==> src/design/i2cmbs_pkg.sv <==
// Shared types, command codes and the opcode helper function of the I2C master byte sequencer.
`default_nettype none
package i2cmbs_pkg;

  localparam int unsigned HALF_PERIOD_W     = 12;
  localparam int unsigned PHASE_W           = 5;
  localparam int unsigned BYTE_W            = 8;
  localparam int unsigned ERR_W             = 2;
  localparam int unsigned IN_TDATA_W        = 16;
  localparam int unsigned OUT_TDATA_W       = 16;
  localparam logic [HALF_PERIOD_W-1:0] HALF_PERIOD_RST = 12'd40;

  // Phase at which the ninth (acknowledge) clock of a byte begins.
  localparam logic [PHASE_W-1:0] PH_ACK = 5'd16;

  // Command opcodes as they arrive on the input channel.
  localparam logic [2:0] OP_START   = 3'd0;
  localparam logic [2:0] OP_STOP    = 3'd1;
  localparam logic [2:0] OP_RESTART = 3'd2;
  localparam logic [2:0] OP_WRITE   = 3'd3;
  localparam logic [2:0] OP_READ    = 3'd4;

  // Sequencer state: the command in progress, or idle.
  typedef enum logic [5:0] {
    CMD_IDLE    = 6'b000001,
    CMD_START   = 6'b000010,
    CMD_STOP    = 6'b000100,
    CMD_RESTART = 6'b001000,
    CMD_WRITE   = 6'b010000,
    CMD_READ    = 6'b100000
  } cmd_t;

  // Actions of one bus phase, produced by the phase decoder.
  typedef struct packed {
    logic scl_en;
    logic scl_low;
    logic sda_en;
    logic sda_low;
    logic shift_out;
    logic shift_in;
    logic err_load;
    logic ack_load;
    logic rx_load;
    logic ended;
  } phase_act_t;

  // Maps an opcode to its command; unknown opcodes map to idle.
  function automatic cmd_t op_to_cmd(input logic [2:0] op);
    cmd_t c;
    c = CMD_IDLE;
    case (op)
      OP_START:   c = CMD_START;
      OP_STOP:    c = CMD_STOP;
      OP_RESTART: c = CMD_RESTART;
      OP_WRITE:   c = CMD_WRITE;
      OP_READ:    c = CMD_READ;
      default:    c = CMD_IDLE;
    endcase
    return c;
  endfunction

endpackage
`default_nettype wire

==> src/design/i2cmbs_phase_dec.sv <==
// Phase decoder: line actions and completion of each command phase.
`default_nettype none
module i2cmbs_phase_dec (
  input  i2cmbs_pkg::cmd_t                     cmd,
  input  logic [i2cmbs_pkg::PHASE_W-1:0]       phase,
  input  logic                                 tx_msb,
  input  logic                                 nack,
  output i2cmbs_pkg::phase_act_t               act
);
  import i2cmbs_pkg::*;

  logic in_byte;
  logic even;

  assign in_byte = (phase < PH_ACK);
  assign even    = ~phase[0];

  always_comb begin
    act = '0;
    unique case (cmd)
      CMD_START: begin
        if (phase == 5'd0) begin
          act.sda_en = 1'b1; act.sda_low = 1'b1;
        end else if (phase == 5'd1) begin
          act.scl_en = 1'b1; act.scl_low = 1'b1;
        end
        act.ended = (phase >= 5'd2);
      end
      CMD_RESTART: begin
        if (phase == 5'd0) begin
          act.sda_en = 1'b1;
        end else if (phase == 5'd1) begin
          act.scl_en = 1'b1;
        end else if (phase == 5'd2) begin
          act.sda_en = 1'b1; act.sda_low = 1'b1;
        end else if (phase == 5'd3) begin
          act.scl_en = 1'b1; act.scl_low = 1'b1;
        end
        act.ended = (phase >= 5'd4);
      end
      CMD_STOP: begin
        if (phase == 5'd0) begin
          act.scl_en = 1'b1; act.scl_low = 1'b1;
        end else if (phase == 5'd1) begin
          act.sda_en = 1'b1; act.sda_low = 1'b1;
        end else if (phase == 5'd2) begin
          act.scl_en = 1'b1;
        end else if (phase == 5'd3) begin
          act.sda_en = 1'b1;
        end else if (phase == 5'd4) begin
          act.err_load = 1'b1;
        end
        act.ended = (phase >= 5'd8);
      end
      CMD_WRITE: begin
        if (in_byte) begin
          if (even) begin
            // The first bit leaves SCL where the previous command put it.
            act.scl_en    = (phase != 5'd0);
            act.scl_low   = 1'b1;
            act.sda_en    = 1'b1;
            act.sda_low   = ~tx_msb;
            act.shift_out = 1'b1;
          end else begin
            act.scl_en = 1'b1;
          end
        end else if (phase == PH_ACK) begin
          act.scl_en = 1'b1; act.scl_low = 1'b1;
          act.sda_en = 1'b1;
        end else if (phase == PH_ACK + 5'd1) begin
          act.scl_en = 1'b1;
        end else begin
          act.ack_load = 1'b1;
          act.scl_en   = 1'b1; act.scl_low = 1'b1;
          act.ended    = 1'b1;
        end
      end
      CMD_READ: begin
        if (in_byte) begin
          if (even) begin
            act.sda_en = (phase == 5'd0);
            act.scl_en = 1'b1;
          end else begin
            act.shift_in = 1'b1;
            act.scl_en   = 1'b1; act.scl_low = 1'b1;
          end
        end else if (phase == PH_ACK) begin
          act.sda_en = 1'b1; act.sda_low = ~nack;
        end else if (phase == PH_ACK + 5'd1) begin
          act.scl_en = 1'b1;
        end else if (phase == PH_ACK + 5'd2) begin
          act.scl_en = 1'b1; act.scl_low = 1'b1;
        end else begin
          act.sda_en  = 1'b1;
          act.rx_load = 1'b1;
          act.ended   = 1'b1;
        end
      end
      default: begin
        act.ended = 1'b1;
      end
    endcase
  end

endmodule
`default_nettype wire

==> src/design/i2c_master_byte_sequencer.sv <==
// Top level of the I2C master byte sequencer: input register, phase engine, result register.
// An accepted item waits in the input register; its result enters the result register when the item moves on.
// Throughput: one item per cycle while the result register is not stalled; each item is one bus tick
// and yields exactly one result, since only the phase decoder and a 12-bit tick compare sit between the two registers.
// Reset (rst_n low, synchronous) empties both registers, makes the sequencer idle,
// releases SCL and SDA, sets ack_bit to one and half_period to 40.
`default_nettype none
module i2c_master_byte_sequencer (
  input  logic        clk,
  input  logic        rst_n,
  // Configuration: half_period.
  input  logic        cfg_wr_en,
  input  logic [i2cmbs_pkg::HALF_PERIOD_W-1:0] cfg_wr_data,
  // Input items, one per bus tick.
  input  logic        in_tvalid,
  output logic        in_tready,
  // tdata, from bit 0 up: cmd_valid, tx_byte[7:0], sda_in, scl_in, zero fill.
  input  logic [i2cmbs_pkg::IN_TDATA_W-1:0] in_tdata,
  // tuser: op.
  input  logic [2:0]  in_tuser,
  // tlast: read NACK request, SDA is released after the byte instead of an ACK.
  input  logic        in_tlast,
  // Result items.
  output logic        out_tvalid,
  input  logic        out_tready,
  // tdata, from bit 0 up: scl_drive_low, sda_drive_low, busy_res, done_res,
  // rx_byte[7:0], ack_bit, frame_error[1:0], zero fill.
  output logic [i2cmbs_pkg::OUT_TDATA_W-1:0] out_tdata
);
  import i2cmbs_pkg::*;

  // Configuration register.
  logic [HALF_PERIOD_W-1:0] half_period_r;

  // Input register: one accepted item waiting to be processed.
  logic        s1_valid_r;
  logic        s1_cmd_valid_r;
  logic [2:0]  s1_op_r;
  logic [7:0]  s1_tx_r;
  logic        s1_last_r;
  logic        s1_sda_r;
  logic        s1_scl_r;

  // Sequencer state.
  cmd_t                     cmd_r, cmd_nxt;
  logic [PHASE_W-1:0]       phase_r, phase_nxt;
  logic [HALF_PERIOD_W-1:0] tick_r, tick_nxt;
  logic [BYTE_W-1:0]        shift_r, shift_nxt;
  logic                     scl_low_r, scl_low_nxt;
  logic                     sda_low_r, sda_low_nxt;
  logic                     ack_r, ack_nxt;
  logic [ERR_W-1:0]         err_r, err_nxt;
  logic                     nack_r, nack_nxt;
  logic [BYTE_W-1:0]        rx_r, rx_nxt;

  // Result register.
  logic                     out_valid_r;
  logic [OUT_TDATA_W-1:0]   out_data_r, out_data_nxt;

  // Step control.
  logic                     advance;
  logic                     idle;
  cmd_t                     new_cmd;
  logic                     start_take;
  logic [HALF_PERIOD_W-1:0] tick_inc;
  logic [HALF_PERIOD_W-1:0] limit;
  logic                     tick_hit;
  logic                     enter;
  cmd_t                     cmd_eval;
  logic [PHASE_W-1:0]       phase_eval;
  logic [BYTE_W-1:0]        shift_base;
  logic                     nack_eval;
  phase_act_t               act;
  logic                     done;

  // The item in the input register moves on whenever the result register is free
  // or being emptied this cycle, and the input register then takes the next item.
  assign advance    = s1_valid_r && (!out_valid_r || out_tready);
  assign in_tready  = !s1_valid_r || advance;
  assign out_tvalid = out_valid_r;
  assign out_tdata  = out_data_r;

  // A command is only looked at while idle; unknown opcodes decode to idle and are dropped.
  assign idle       = (cmd_r == CMD_IDLE);
  assign new_cmd    = op_to_cmd(s1_op_r);
  assign start_take = idle && s1_cmd_valid_r && (new_cmd != CMD_IDLE);

  // Phase timer. A half_period of zero behaves as one tick per phase, and a smaller
  // value written mid-phase ends the phase as soon as the count reaches it.
  assign tick_inc = tick_r + 12'd1;
  assign limit    = (half_period_r == '0) ? 12'd1 : half_period_r;
  assign tick_hit = (tick_inc >= limit);
  assign enter    = start_take || (!idle && tick_hit);

  // Context of the phase being entered: a new command starts at phase zero with a
  // freshly loaded shift register, a running one steps to its next phase.
  always_comb begin
    cmd_eval   = cmd_r;
    phase_eval = phase_r + 5'd1;
    shift_base = shift_r;
    nack_eval  = nack_r;
    if (start_take) begin
      cmd_eval   = new_cmd;
      phase_eval = '0;
      if (new_cmd == CMD_WRITE) begin
        shift_base = s1_tx_r;
      end else if (new_cmd == CMD_READ) begin
        shift_base = '0;
        nack_eval  = s1_last_r;
      end
    end
  end

  i2cmbs_phase_dec u_phase_dec (
    .cmd    (cmd_eval),
    .phase  (phase_eval),
    .tx_msb (shift_base[BYTE_W-1]),
    .nack   (nack_eval),
    .act    (act)
  );

  always_comb begin
    cmd_nxt     = cmd_r;
    phase_nxt   = phase_r;
    tick_nxt    = tick_r;
    shift_nxt   = shift_r;
    scl_low_nxt = scl_low_r;
    sda_low_nxt = sda_low_r;
    ack_nxt     = ack_r;
    err_nxt     = err_r;
    nack_nxt    = nack_r;
    rx_nxt      = rx_r;
    done        = 1'b0;

    if (start_take) begin
      cmd_nxt   = new_cmd;
      phase_nxt = '0;
      tick_nxt  = '0;
      shift_nxt = shift_base;
      nack_nxt  = nack_eval;
    end else if (!idle) begin
      tick_nxt  = tick_hit ? '0 : tick_inc;
      phase_nxt = tick_hit ? phase_eval : phase_r;
    end

    if (enter) begin
      if (act.scl_en) begin
        scl_low_nxt = act.scl_low;
      end
      if (act.sda_en) begin
        sda_low_nxt = act.sda_low;
      end
      if (act.shift_out) begin
        shift_nxt = {shift_base[BYTE_W-2:0], 1'b0};
      end
      if (act.shift_in) begin
        shift_nxt = {shift_base[BYTE_W-2:0], s1_sda_r};
      end
      if (act.err_load) begin
        // Count of lines still held low after the stop condition.
        err_nxt = {1'b0, ~s1_sda_r} + {1'b0, ~s1_scl_r};
      end
      if (act.ack_load) begin
        ack_nxt = s1_sda_r;
      end
      if (act.rx_load) begin
        rx_nxt = shift_base;
      end
      if (act.ended) begin
        cmd_nxt   = CMD_IDLE;
        phase_nxt = '0;
        tick_nxt  = '0;
        done      = 1'b1;
      end
    end
  end

  // Result fields show the state after this tick's update.
  assign out_data_nxt = {1'b0, err_nxt, ack_nxt, rx_nxt, done,
                         (cmd_nxt != CMD_IDLE), sda_low_nxt, scl_low_nxt};

  always_ff @(posedge clk) begin
    if (!rst_n) begin
      half_period_r <= HALF_PERIOD_RST;
    end else if (cfg_wr_en) begin
      half_period_r <= cfg_wr_data;
    end
  end

  always_ff @(posedge clk) begin
    if (!rst_n) begin
      s1_valid_r <= 1'b0;
    end else if (in_tready) begin
      s1_valid_r <= in_tvalid;
    end
  end

  always_ff @(posedge clk) begin
    if (in_tready && in_tvalid) begin
      s1_cmd_valid_r <= in_tdata[0];
      s1_tx_r        <= in_tdata[8:1];
      s1_sda_r       <= in_tdata[9];
      s1_scl_r       <= in_tdata[10];
      s1_op_r        <= in_tuser;
      s1_last_r      <= in_tlast;
    end
  end

  always_ff @(posedge clk) begin
    if (!rst_n) begin
      cmd_r     <= CMD_IDLE;
      phase_r   <= '0;
      tick_r    <= '0;
      shift_r   <= '0;
      scl_low_r <= 1'b0;
      sda_low_r <= 1'b0;
      ack_r     <= 1'b1;
      err_r     <= '0;
      nack_r    <= 1'b0;
      rx_r      <= '0;
    end else if (advance) begin
      cmd_r     <= cmd_nxt;
      phase_r   <= phase_nxt;
      tick_r    <= tick_nxt;
      shift_r   <= shift_nxt;
      scl_low_r <= scl_low_nxt;
      sda_low_r <= sda_low_nxt;
      ack_r     <= ack_nxt;
      err_r     <= err_nxt;
      nack_r    <= nack_nxt;
      rx_r      <= rx_nxt;
    end
  end

  always_ff @(posedge clk) begin
    if (!rst_n) begin
      out_valid_r <= 1'b0;
    end else if (advance) begin
      out_valid_r <= 1'b1;
    end else if (out_tready) begin
      out_valid_r <= 1'b0;
    end
  end

  always_ff @(posedge clk) begin
    if (advance) begin
      out_data_r <= out_data_nxt;
    end
  end

  // An idle sequencer always has its phase and tick counters cleared.
  a_idle_counters_clear: assert property (@(posedge clk) disable iff (!rst_n)
    (cmd_r == CMD_IDLE) |-> (phase_r == '0 && tick_r == '0))
    else $error("idle sequencer with nonzero phase or tick count");

  // The sequencer state moves only when an item is processed.
  a_state_holds_on_stall: assert property (@(posedge clk) disable iff (!rst_n)
    !advance |=> ($stable(cmd_r) && $stable(phase_r) && $stable(tick_r)))
    else $error("sequencer state changed without a processed item");

  // Input back-pressure only arises from a full, stalled result register.
  a_stall_cause: assert property (@(posedge clk) disable iff (!rst_n)
    !in_tready |-> (out_valid_r && !out_tready))
    else $error("input stalled while result register could drain");

  // A completion result never reports the sequencer as busy.
  a_done_not_busy: assert property (@(posedge clk) disable iff (!rst_n)
    (out_valid_r && out_data_r[3]) |-> !out_data_r[2])
    else $error("done and busy reported together");

endmodule
`default_nettype wire

==> config.mk <==
export PLATFORM = sky130hd
export DESIGN_NAME = i2c_master_byte_sequencer
export DESIGN_NICKNAME = d
export VERILOG_FILES = /design/src/design/i2cmbs_pkg.sv /design/src/design/i2cmbs_phase_dec.sv /design/src/design/i2c_master_byte_sequencer.sv
export SDC_FILE = /design/constraint.sdc
export NUM_CORES = 1
export LEC_CHECK = 0
export ABC_AREA = 1
export CAP_MARGIN = 20
export CORE_ASPECT_RATIO = 0.9
export CORE_UTILIZATION = 45
export CTS_CLUSTER_DIAMETER = 40
export CTS_CLUSTER_SIZE = 16
export DETAILED_ROUTE_END_ITERATION = 8
export DONT_BUFFER_PORTS = 1
export HOLD_SLACK_MARGIN = 0.12
export PLACE_DENSITY = 0.69
export SLEW_MARGIN = 10
export SYNTH_ARGS = -nofsm -noshare
export SYNTH_HDL_FRONTEND = slang
export SYNTH_SLANG_ARGS = --single-unit
==> constraint.sdc <==
create_clock -name clk -period 9.4 [get_ports clk]
set_input_delay 0 -clock clk [delete_from_list [all_inputs] [get_ports clk]]
set_output_delay 0 -clock clk [all_outputs]
set_load 0.01 [all_outputs]
==> results_dict.tcl, run 1 <==
set metrics [dict create \
    power.switching_mw 0.237 \
    setup_viol 0 \
    first_pass_iters 5 \
    vias 4601 \
    path_class "reg2reg" \
    status "completed" \
    cts_root_buf "clkbuf_16" \
    drt-wirelength-per-cell_um 14.3 \
    crit_family "simple AND/OR/NAND/NOR gates" \
    cts_tree "done" \
    io_pins 55 \
    clock_sinks 89 \
    fin_setup_tns_ns 0 \
    grt_pass1_wl_mm 19.8 \
    clkLatencyLatePin_ns 0.35 \
    crit_chain "inv_1 > nor3_1 > nand4_1 > nor3_1 > nand3_1 > xor2_1 > inv_1 > ha_1 > nand2_1 > nor2_1 > nand3_1 > nand4_1 > nand2_1 > nand2_1 > inv_1 > nor2_1 > nand3_1 > nand2_1 > inv_1" \
    nets 771 \
    drt_wl_total_mm 12.5 \
    h-tree-depth 3 \
    dp_hpwl_mm 8.48 \
    cts_buffer_depth 2 \
    crit_slowest_cell "dfxtp_1" \
    p_leak_nw 2.56 \
    setup_ws_ns 5.09 \
    die_area_um2 11800 \
    rows 36 \
    end_kind "flop" \
    n_antenna_cell 0 \
    p_total_mw 0.952 \
    clockPowerShare_pct 42.7 \
    worst_pin_slew_ns 0.761 \
    pwr-share-comb_pct 12.2 \
    clock_skew_ns 0.00788 \
    area_growth_pct 15.0 \
    hold_ws_ns 0.277 \
    drtIter0Drc 357 \
    grt_pass1_vias 4278 \
    finalHoldViolCount 0 \
    grt_overflow_total 0 \
    internal-power_mw 0.715 \
    avgSynthCellArea_um2 7.33 \
    fin_crit_sh_pct 45.9 \
    start_util_pct 46.6 \
    synthCells 695 \
    synth_flop_cell "dfxtp_1" \
    synth_area_leader_cell "dfxtp_1" \
    worstPathArrival_ns 4.42 \
    io_buffers 0 \
    fp.dieH_um 103 \
    core_area_um2 10900 \
    pwr-share-seq_pct 45.1 \
    drv_slew 0 \
    cp_num_buf_inv 4 \
    ys_seq_area_share_pct 40.9 \
    numCtsBuffers 9 \
    power_per_cell_area_nw_per_um2 162 \
    synth_edf_count 30 \
    start_kind "flop" \
    cpPeakStageDelay_ns 0.40 \
    grt.total_usage_pct 21.5 \
    min_period_ns 4.31 \
    synth_common_cells "133 x nand2_1, 111 x inv_1, 78 x a21oi_1, 60 x nor2_1, 59 x dfxtp_1" \
    drive_above_1_share_pct 8.16 \
    post_cts_buffers 0 \
    antenna_found_initial 0 \
    synth_seq_cells 89 \
    max_slew_margin_pct 49.1 \
    hold_class "in2reg" \
    antenna_left 0 \
    syn-cell-area_um2 5100 \
    synth_most_common_cell "nand2_1" \
    syn-num-nets 747 \
    synthArstFlopShare_pct 0 \
    synth_top_area_share_pct 23.2 \
    route.detailed.drc 0 \
    yosysWarningCount 0 \
    peakVddDrop_uv 80.7 \
    drv_cap 0 \
    fmax_mhz 232 \
    die_w_um 114 \
    rsz0062_at_grt "false" \
    synth_cell_type_count 41 \
    ys_top_cells_by_area "dfxtp_1 23%, edfxtp_1 18%, nand2_1 9.8%" \
    clkTransAtPathRegs_ns 0.06 \
    gp_congestion 0.919 \
    pre_cts_ws_ns 5.18 \
    via_per_inst 5.26 \
    critPathRequiredTime_ns 9.51 \
    sw_frac_of_total_pct 24.9 \
    critical_path.max_fanout 13 \
    grt_max_degree 62 \
]
## worst paths after layout
kind	from	endpoint	slack [ns]	cells after the start
worst max-delay path	tick_r[0]	out_tdata[1]	5.09	19
worst min-delay path	in_tdata[2]	s1_tx_r[1]	0.28	1
worst max register to register	tick_r[0]	out_tdata[1]	5.09	19
worst min register to register	shift_r[3]	shift_r[3]	0.47	2
## per-stage QoR
step	util, %	area [um^2]	std cells
4_1_cts	53.3	5830	874
3_3_place_gp	47.4	5190	828
2_1_floorplan	-	5100	695
3_5_place_dp	47.4	5190	828
6_report	53.5	5860	875
5_1_grt	53.5	5860	875
## logic make-up after synthesis
| kind of cell | synth area share, % |
|---|---|
| AOI/OAI and AO/OA | 17.4 |
| xor gates and xnor gates | 1.20 |
| adders and majority gates | 3.68 |
| buffers and inverters | 11.2 |
| DFF | 40.9 |
| other | 0.0736 |
| and+or+nand+nor | 25.6 |
## flip-flops by register name, summed over array words and instances (netlist names), 2 cells and up
| signal | cells |
|---|---|
| out_tdata | 15 |
| half_period_r | 12 |
| tick_r | 12 |
| rx_r | 8 |
| s1_tx_r | 8 |
| shift_r | 8 |
| cmd_r | 6 |
| phase_r | 5 |
| s1_op_r | 3 |
| err_r | 2 |
## layer usage
metal	wire, um	GRT usage (%)
met1	5940	28.5
met2	5770	35.5
met3	528	3.29
met4	240	8.69
met5	0	0
## repair_timing
action,CTS,global route
hold buffers,31,0
endpoints found under the hold margin,52,0
setup endpoints to repair,0,0
resized for setup,0,0
## cell type report
type | instances | area, um^2
inverters | 122 | 458
clock buffers | 10 | 229
repair buffers | 34 | 353
clock inverters | 5 | 105
fillers | 1030 | 5080
multi-input cells | 463 | 2440
well taps | 152 | 190
flip-flops and latches | 89 | 2080
## cell usage in the layout, fill, tap and decap left out, drive strengths merged, types with 8 or more instances in the layout
cell type    count
o211ai           8
inv            120
a21oi           78
clkbuf          10
nand2          144
nand3           46
dlygate4sd3     31
ha              15
o21ai           55
nand4           11
edfxtp          30
nor3            10
o22ai            8
nor2            69
dfxtp           59
## power groups by stage
| stage | Combinational, mW | Sequential [mW] | Clock, mW |
|---|---|---|---|
| finish | 0.116 | 0.429 | 0.407 |
| global route | 0.129 | 0.431 | 0.427 |
| CTS | 0.112 | 0.429 | 0.412 |
| detailed placement | 0.100 | 0.438 | 0 |
| global placement | 0.0964 | 0.437 | 0 |
| floorplan | 0.0809 | 0.435 | 0 |
(Power assumes the default switching activity.)
==> run 2, diff against run 1 <==
==> constraint.sdc (replaced) <==
create_clock -name clk -period 4.51 [get_ports clk]
set_input_delay 0 -clock clk [delete_from_list [all_inputs] [get_ports clk]]
set_output_delay 0 -clock clk [all_outputs]
set_load 0.01 [all_outputs]
==> results_dict.tcl, run 2 (synthesis results as in run 1) <==
set metrics [dict create \
    status "completed" \
    io_buffers 0 \
    post_cts_buffers 0 \
    fin_crit_sh_pct 83.7 \
    antenna_found_initial 0 \
    route.detailed.drc 0 \
    area_growth_pct 14.0 \
    cts.repair.resized 0 \
    cts_buffer_depth 2 \
    start_util_pct 46.6 \
    setup_viol 0 \
    p_leak_nw 2.54 \
    clock_sinks 89 \
    cts_root_buf "clkbuf_16" \
    fin_setup_tns_ns 0 \
    drt_wl_total_mm 12.4 \
    rows 36 \
    hold_buffers 31 \
    rsz0062_at_grt "false" \
    grt.total_usage_pct 22.3 \
    h-tree-depth 3 \
    grt_pass1_vias 4173 \
    final_cell_mix "133 x nand2_1, 111 x inv_1, 78 x a21oi_1, 60 x nor2_1, 59 x dfxtp_1" \
    nets 773 \
    power_per_cell_area_nw_per_um2 319 \
    grt_max_degree 61 \
    p_total_mw 1.85 \
    grt_pass1_wl_mm 20.4 \
    dp_hpwl_mm 8.64 \
    r2r_cells 19 \
    drt-wirelength-per-cell_um 14.1 \
    vias 4553 \
    drive_above_1_share_pct 8.54 \
    cts_tree "done" \
    critical_path.max_fanout 16 \
    clkLatencyLatePin_ns 0.34 \
    path_class "reg2reg" \
    gp_congestion 0.865 \
    clock_skew_ns 0.00617 \
    peakVddDrop_uv 172 \
    numCtsBuffers 9 \
    drv_slew 0 \
    fmax_mhz 265 \
    drv_cap 0 \
    max_slew_margin_pct 53.5 \
    worstPathArrival_ns 4.01 \
    via_per_inst 5.19 \
    n_antenna_cell 0 \
    worstHoldPathCells 2 \
    first_pass_iters 5 \
    die_area_um2 11800 \
    end_kind "flop" \
    clkTransAtPathRegs_ns 0.07 \
    drtIter0Drc 482 \
    antenna_left 0 \
    io_pins 55 \
    largest_reg_flops 15 \
    fp.dieH_um 103 \
    min_period_ns 3.78 \
    hold_class "in2reg" \
    critPathRequiredTime_ns 4.75 \
    worst_pin_slew_ns 0.697 \
    finalHoldViolCount 0 \
    grt_overflow_total 0 \
    start_kind "flop" \
    core_area_um2 10900 \
    die_w_um 114 \
    final_common_cell "nand2_1" \
]
[run 2: cell type report]
class	count	area [um^2]
Clock buffer	11	243
Clock inverter	5	38.8
Fill cell	1038	5130
Inverter	122	458
Multi-Input combinational cell	463	2440
Sequential cell	89	2080
Tap cell	152	190
Timing Repair Buffer	36	355
[run 2: through the flow]
stage	hold slack [ns]	utilization (%)	std cells	instance area (um^2)	setup slack [ns]
after detailed placement	0.0989	47.5	830	5200	0.779
after floorplan	0.0989	-	695	5100	1.28
final	0.181	53.1	878	5810	0.734
after CTS	0.193	52.9	877	5800	0.724
after global placement	0.0989	47.5	830	5200	0.802
after global routing	0.234	53.1	878	5810	0.280
[run 2: path summary, 6_finish.rpt]
kind / slack (ns) / end / startpoint
hold reg to reg: 0.47 / shift_r[7] / shift_r[7]
setup / recovery: 0.73 / rx_r[1] / tick_r[0]
setup reg to reg: 0.73 / rx_r[1] / tick_r[0]
hold / removal: 0.18 / tick_r[11] / rst_n
[run 2: critical path, cell delays in order (launching register included)]
cell and delay (ns):
dfxtp_1 0.38, inv_1 0.07, nor3_1 0.38, nand4_1 0.23, nor3_1 0.33, nand3_1 0.14
xor2_1 0.20, inv_1 0.06, ha_1 0.29, nand2_1 0.08, nor2_1 0.26, nand3_1 0.11
nand4_1 0.13, nand2_1 0.13, nand2_1 0.10, inv_1 0.13, nor2_8 0.34, o21ai_2 0.11
o21ai_1 0.15, inv_1 0.05
[run 2: power by group]
part | leakage [nW] | internal [mW] | switching, mW
Combinational | 1.63 | 0.0811 | 0.161
Sequential | 0.771 | 0.871 | 0.0239
Clock | 0.137 | 0.393 | 0.321
[run 2: routing by layer]
metal / wire (um) / up-vias / global-route usage, %
met5: 0 / - / 0
met4: 338 / 0 / 9.99
met3: 572 / 23 / 3.06
met2: 5290 / 135 / 33.5
met1: 6160 / 2071 / 32.1
li1: - / 2324 / -
==> run 3, diff against run 2 <==
--- a/config.mk
+++ b/config.mk
@@ -14,7 +14,7 @@
 export DETAILED_ROUTE_END_ITERATION = 8
 export DONT_BUFFER_PORTS = 1
 export HOLD_SLACK_MARGIN = 0.12
-export PLACE_DENSITY = 0.69
+export PLACE_DENSITY = 0.71
 export SLEW_MARGIN = 10
 export SYNTH_ARGS = -nofsm -noshare
 export SYNTH_HDL_FRONTEND = slang
==> constraint.sdc (replaced) <==
create_clock -name clk -period 3.2 [get_ports clk]
set_input_delay 0 -clock clk [delete_from_list [all_inputs] [get_ports clk]]
set_output_delay 0 -clock clk [all_outputs]
set_load 0.01 [all_outputs]
==> results_dict.tcl, run 3 (synthesis results as in run 1) <==
set metrics [dict create \
    status "completed" \
    r2r-start "tick_r[0]" \
    highest-signal-layer "met4" \
    clkLatencyLatePin_ns 0.35 \
    antenna_left 0 \
    fp.dieH_um 103 \
    clock_skew_ns 0.00479 \
    area_growth_pct 19.1 \
    final_cell_mix "129 x nand2_1, 108 x inv_1, 75 x a21oi_1, 57 x nor2_1, 56 x dfxtp_1" \
    vias 4783 \
    wl_met1_mm 5.79 \
    worst_pin_slew_ns 0.659 \
    io_pins 55 \
    drv_slew 0 \
    grt_overflow_total 0 \
    rows 36 \
    cts_buffer_depth 2 \
    clock_sinks 89 \
    grt_pass1_vias 4143 \
    wl_met3_um 584 \
    start_util_pct 46.6 \
    grt.total_usage_pct 21.3 \
    core_area_um2 10900 \
    worstPathArrival_ns 3.28 \
    n_antenna_cell 0 \
    largest_reg_flops 15 \
    hold_class "in2reg" \
    critPathRequiredTime_ns 3.38 \
    nets 785 \
    critical_path.max_fanout 5 \
    drtIter0Drc 538 \
    antenna_found_initial 0 \
    die_w_um 114 \
    max_slew_margin_pct 56.0 \
    crit_chain "inv_2 > nor3_4 > nand4_1 > buf_4 > xor2_1 > ha_1 > a21oi_1 > nand2_1 > nand2_1 > nand4_1 > nand2_2 > nand2_4 > buf_8 > a2111oi_0" \
    clockPowerShare_pct 37.6 \
    pre_cts_ws_ns -0.0873 \
    finalHoldViolCount 0 \
    final_common_cell "nand2_1" \
    numCtsBuffers 9 \
    clkTransAtPathRegs_ns 0.06 \
    setup_viol 0 \
    drt_wl_total_mm 12.6 \
    crit_slowest_cell "a2111oi_0" \
    power.switching_mw 0.731 \
    power_per_cell_area_nw_per_um2 431 \
    sw_frac_of_total_pct 27.9 \
    fin_crit_sh_pct 97.0 \
    fmax_mhz 322 \
    pwr-share-seq_pct 48.2 \
    start_kind "flop" \
    critPathLaunch "tick_r[0]" \
    grt_max_degree 37 \
    peakVddDrop_uv 297 \
    drt-wirelength-per-cell_um 14.2 \
    gp_congestion 0.913 \
    pwr-share-comb_pct 14.2 \
    drv_cap 0 \
    grt_pass1_wl_mm 19.6 \
    via_per_inst 5.37 \
    cts_tree "done" \
    min_period_ns 3.10 \
    setup_ws_ns 0.0952 \
    drive_above_1_share_pct 13.3 \
    internal-power_mw 1.89 \
    route.detailed.drc 0 \
    h-tree-depth 3 \
    first_pass_iters 7 \
    io_buffers 0 \
    hp-start "rst_n" \
    path_class "reg2reg" \
    final_cell_area_um2 6070 \
    p_leak_nw 2.63 \
    end_kind "flop" \
    place_area_um2 5280 \
    dp_hpwl_mm 8.93 \
    die_area_um2 11800 \
    cpPeakStageDelay_ns 0.49 \
    wl_met2_mm 5.91 \
    cts_root_buf "clkbuf_16" \
]
==> run 3: cell count changes in the layout (fill, tap and decap cells not counted), sizes merged <==
cell | before | now
buf | 5 | 16
clkinv | 4 | 3
clkinvlp | 1 | 2
inv | 122 | 123
==> run 3: per-stage QoR <==
step	power [mW]	TNS [ns]	util [%]	hold WS [ns]	instances
global route	2.72	-0.228	55.5	0.194	890
floorplan	1.52	0	-	0.0989	695
global placement	1.58	0	48.2	0.0989	839
detailed placement	1.59	-1.08	48.2	0.0989	839
finish	2.62	0	55.5	0.154	890
CTS	2.60	0	53.6	0.170	886
==> run 3: area by class of cell <==
type                       instances  area, um^2
multi-input combinational        463        2570
timing repair buffer              48         479
clock buffer                      10         229
fill                             988        4880
sequential                        89        2090
clock inverter                     6        42.5
tap                              152         190
inverter                         122         468
==> run 3: power groups by stage <==
stage                     registers, mW  logic (mW)  clock network [mW]
after CTS                          1.26       0.341               0.996
final                              1.26       0.372               0.985
after global placement             1.28       0.295                   0
after floorplan                    1.28       0.238                   0
after detailed placement           1.28       0.306                   0
after global routing               1.27       0.410                1.04
==> run 3: critical path: cells and delay by family, from the launching register on <==
family / cells / cell delay (ns)
AO/OA/AOI/OAI: 2 / 0.69
XOR/XNOR: 1 / 0.31
adder cells (fa/ha/maj): 1 / 0.31
buffers and inverters: 3 / 0.39
flip-flops: 1 / 0.36
AND/OR/NAND/NOR: 7 / 0.87
==> run 3: layer usage <==
metal / track usage, % / up-vias
li1: - / 2355
met5: 0 / -
met3: 2.35 / 26
met2: 35.9 / 171
met1: 28.1 / 2231
met4: 8.89 / 0
==> run 3: final timing paths <==
check               end  slack [ns]  depth (start not counted)
max           tick_r[0]         0.1                         14
min          phase_r[0]        0.15                          2
max reg2reg   tick_r[0]         0.1                         14
min reg2reg  shift_r[6]        0.47                          2
==> run 3: repair_timing <==
item                                    CTS  global route
endpoints found under the hold margin    37             0
gates resized for setup                   3            38
buffers inserted                          0             3
gates cloned                              0             1
hold buffers                             31             0
pin swaps                                 1            13
endpoints found under the setup margin   25            46
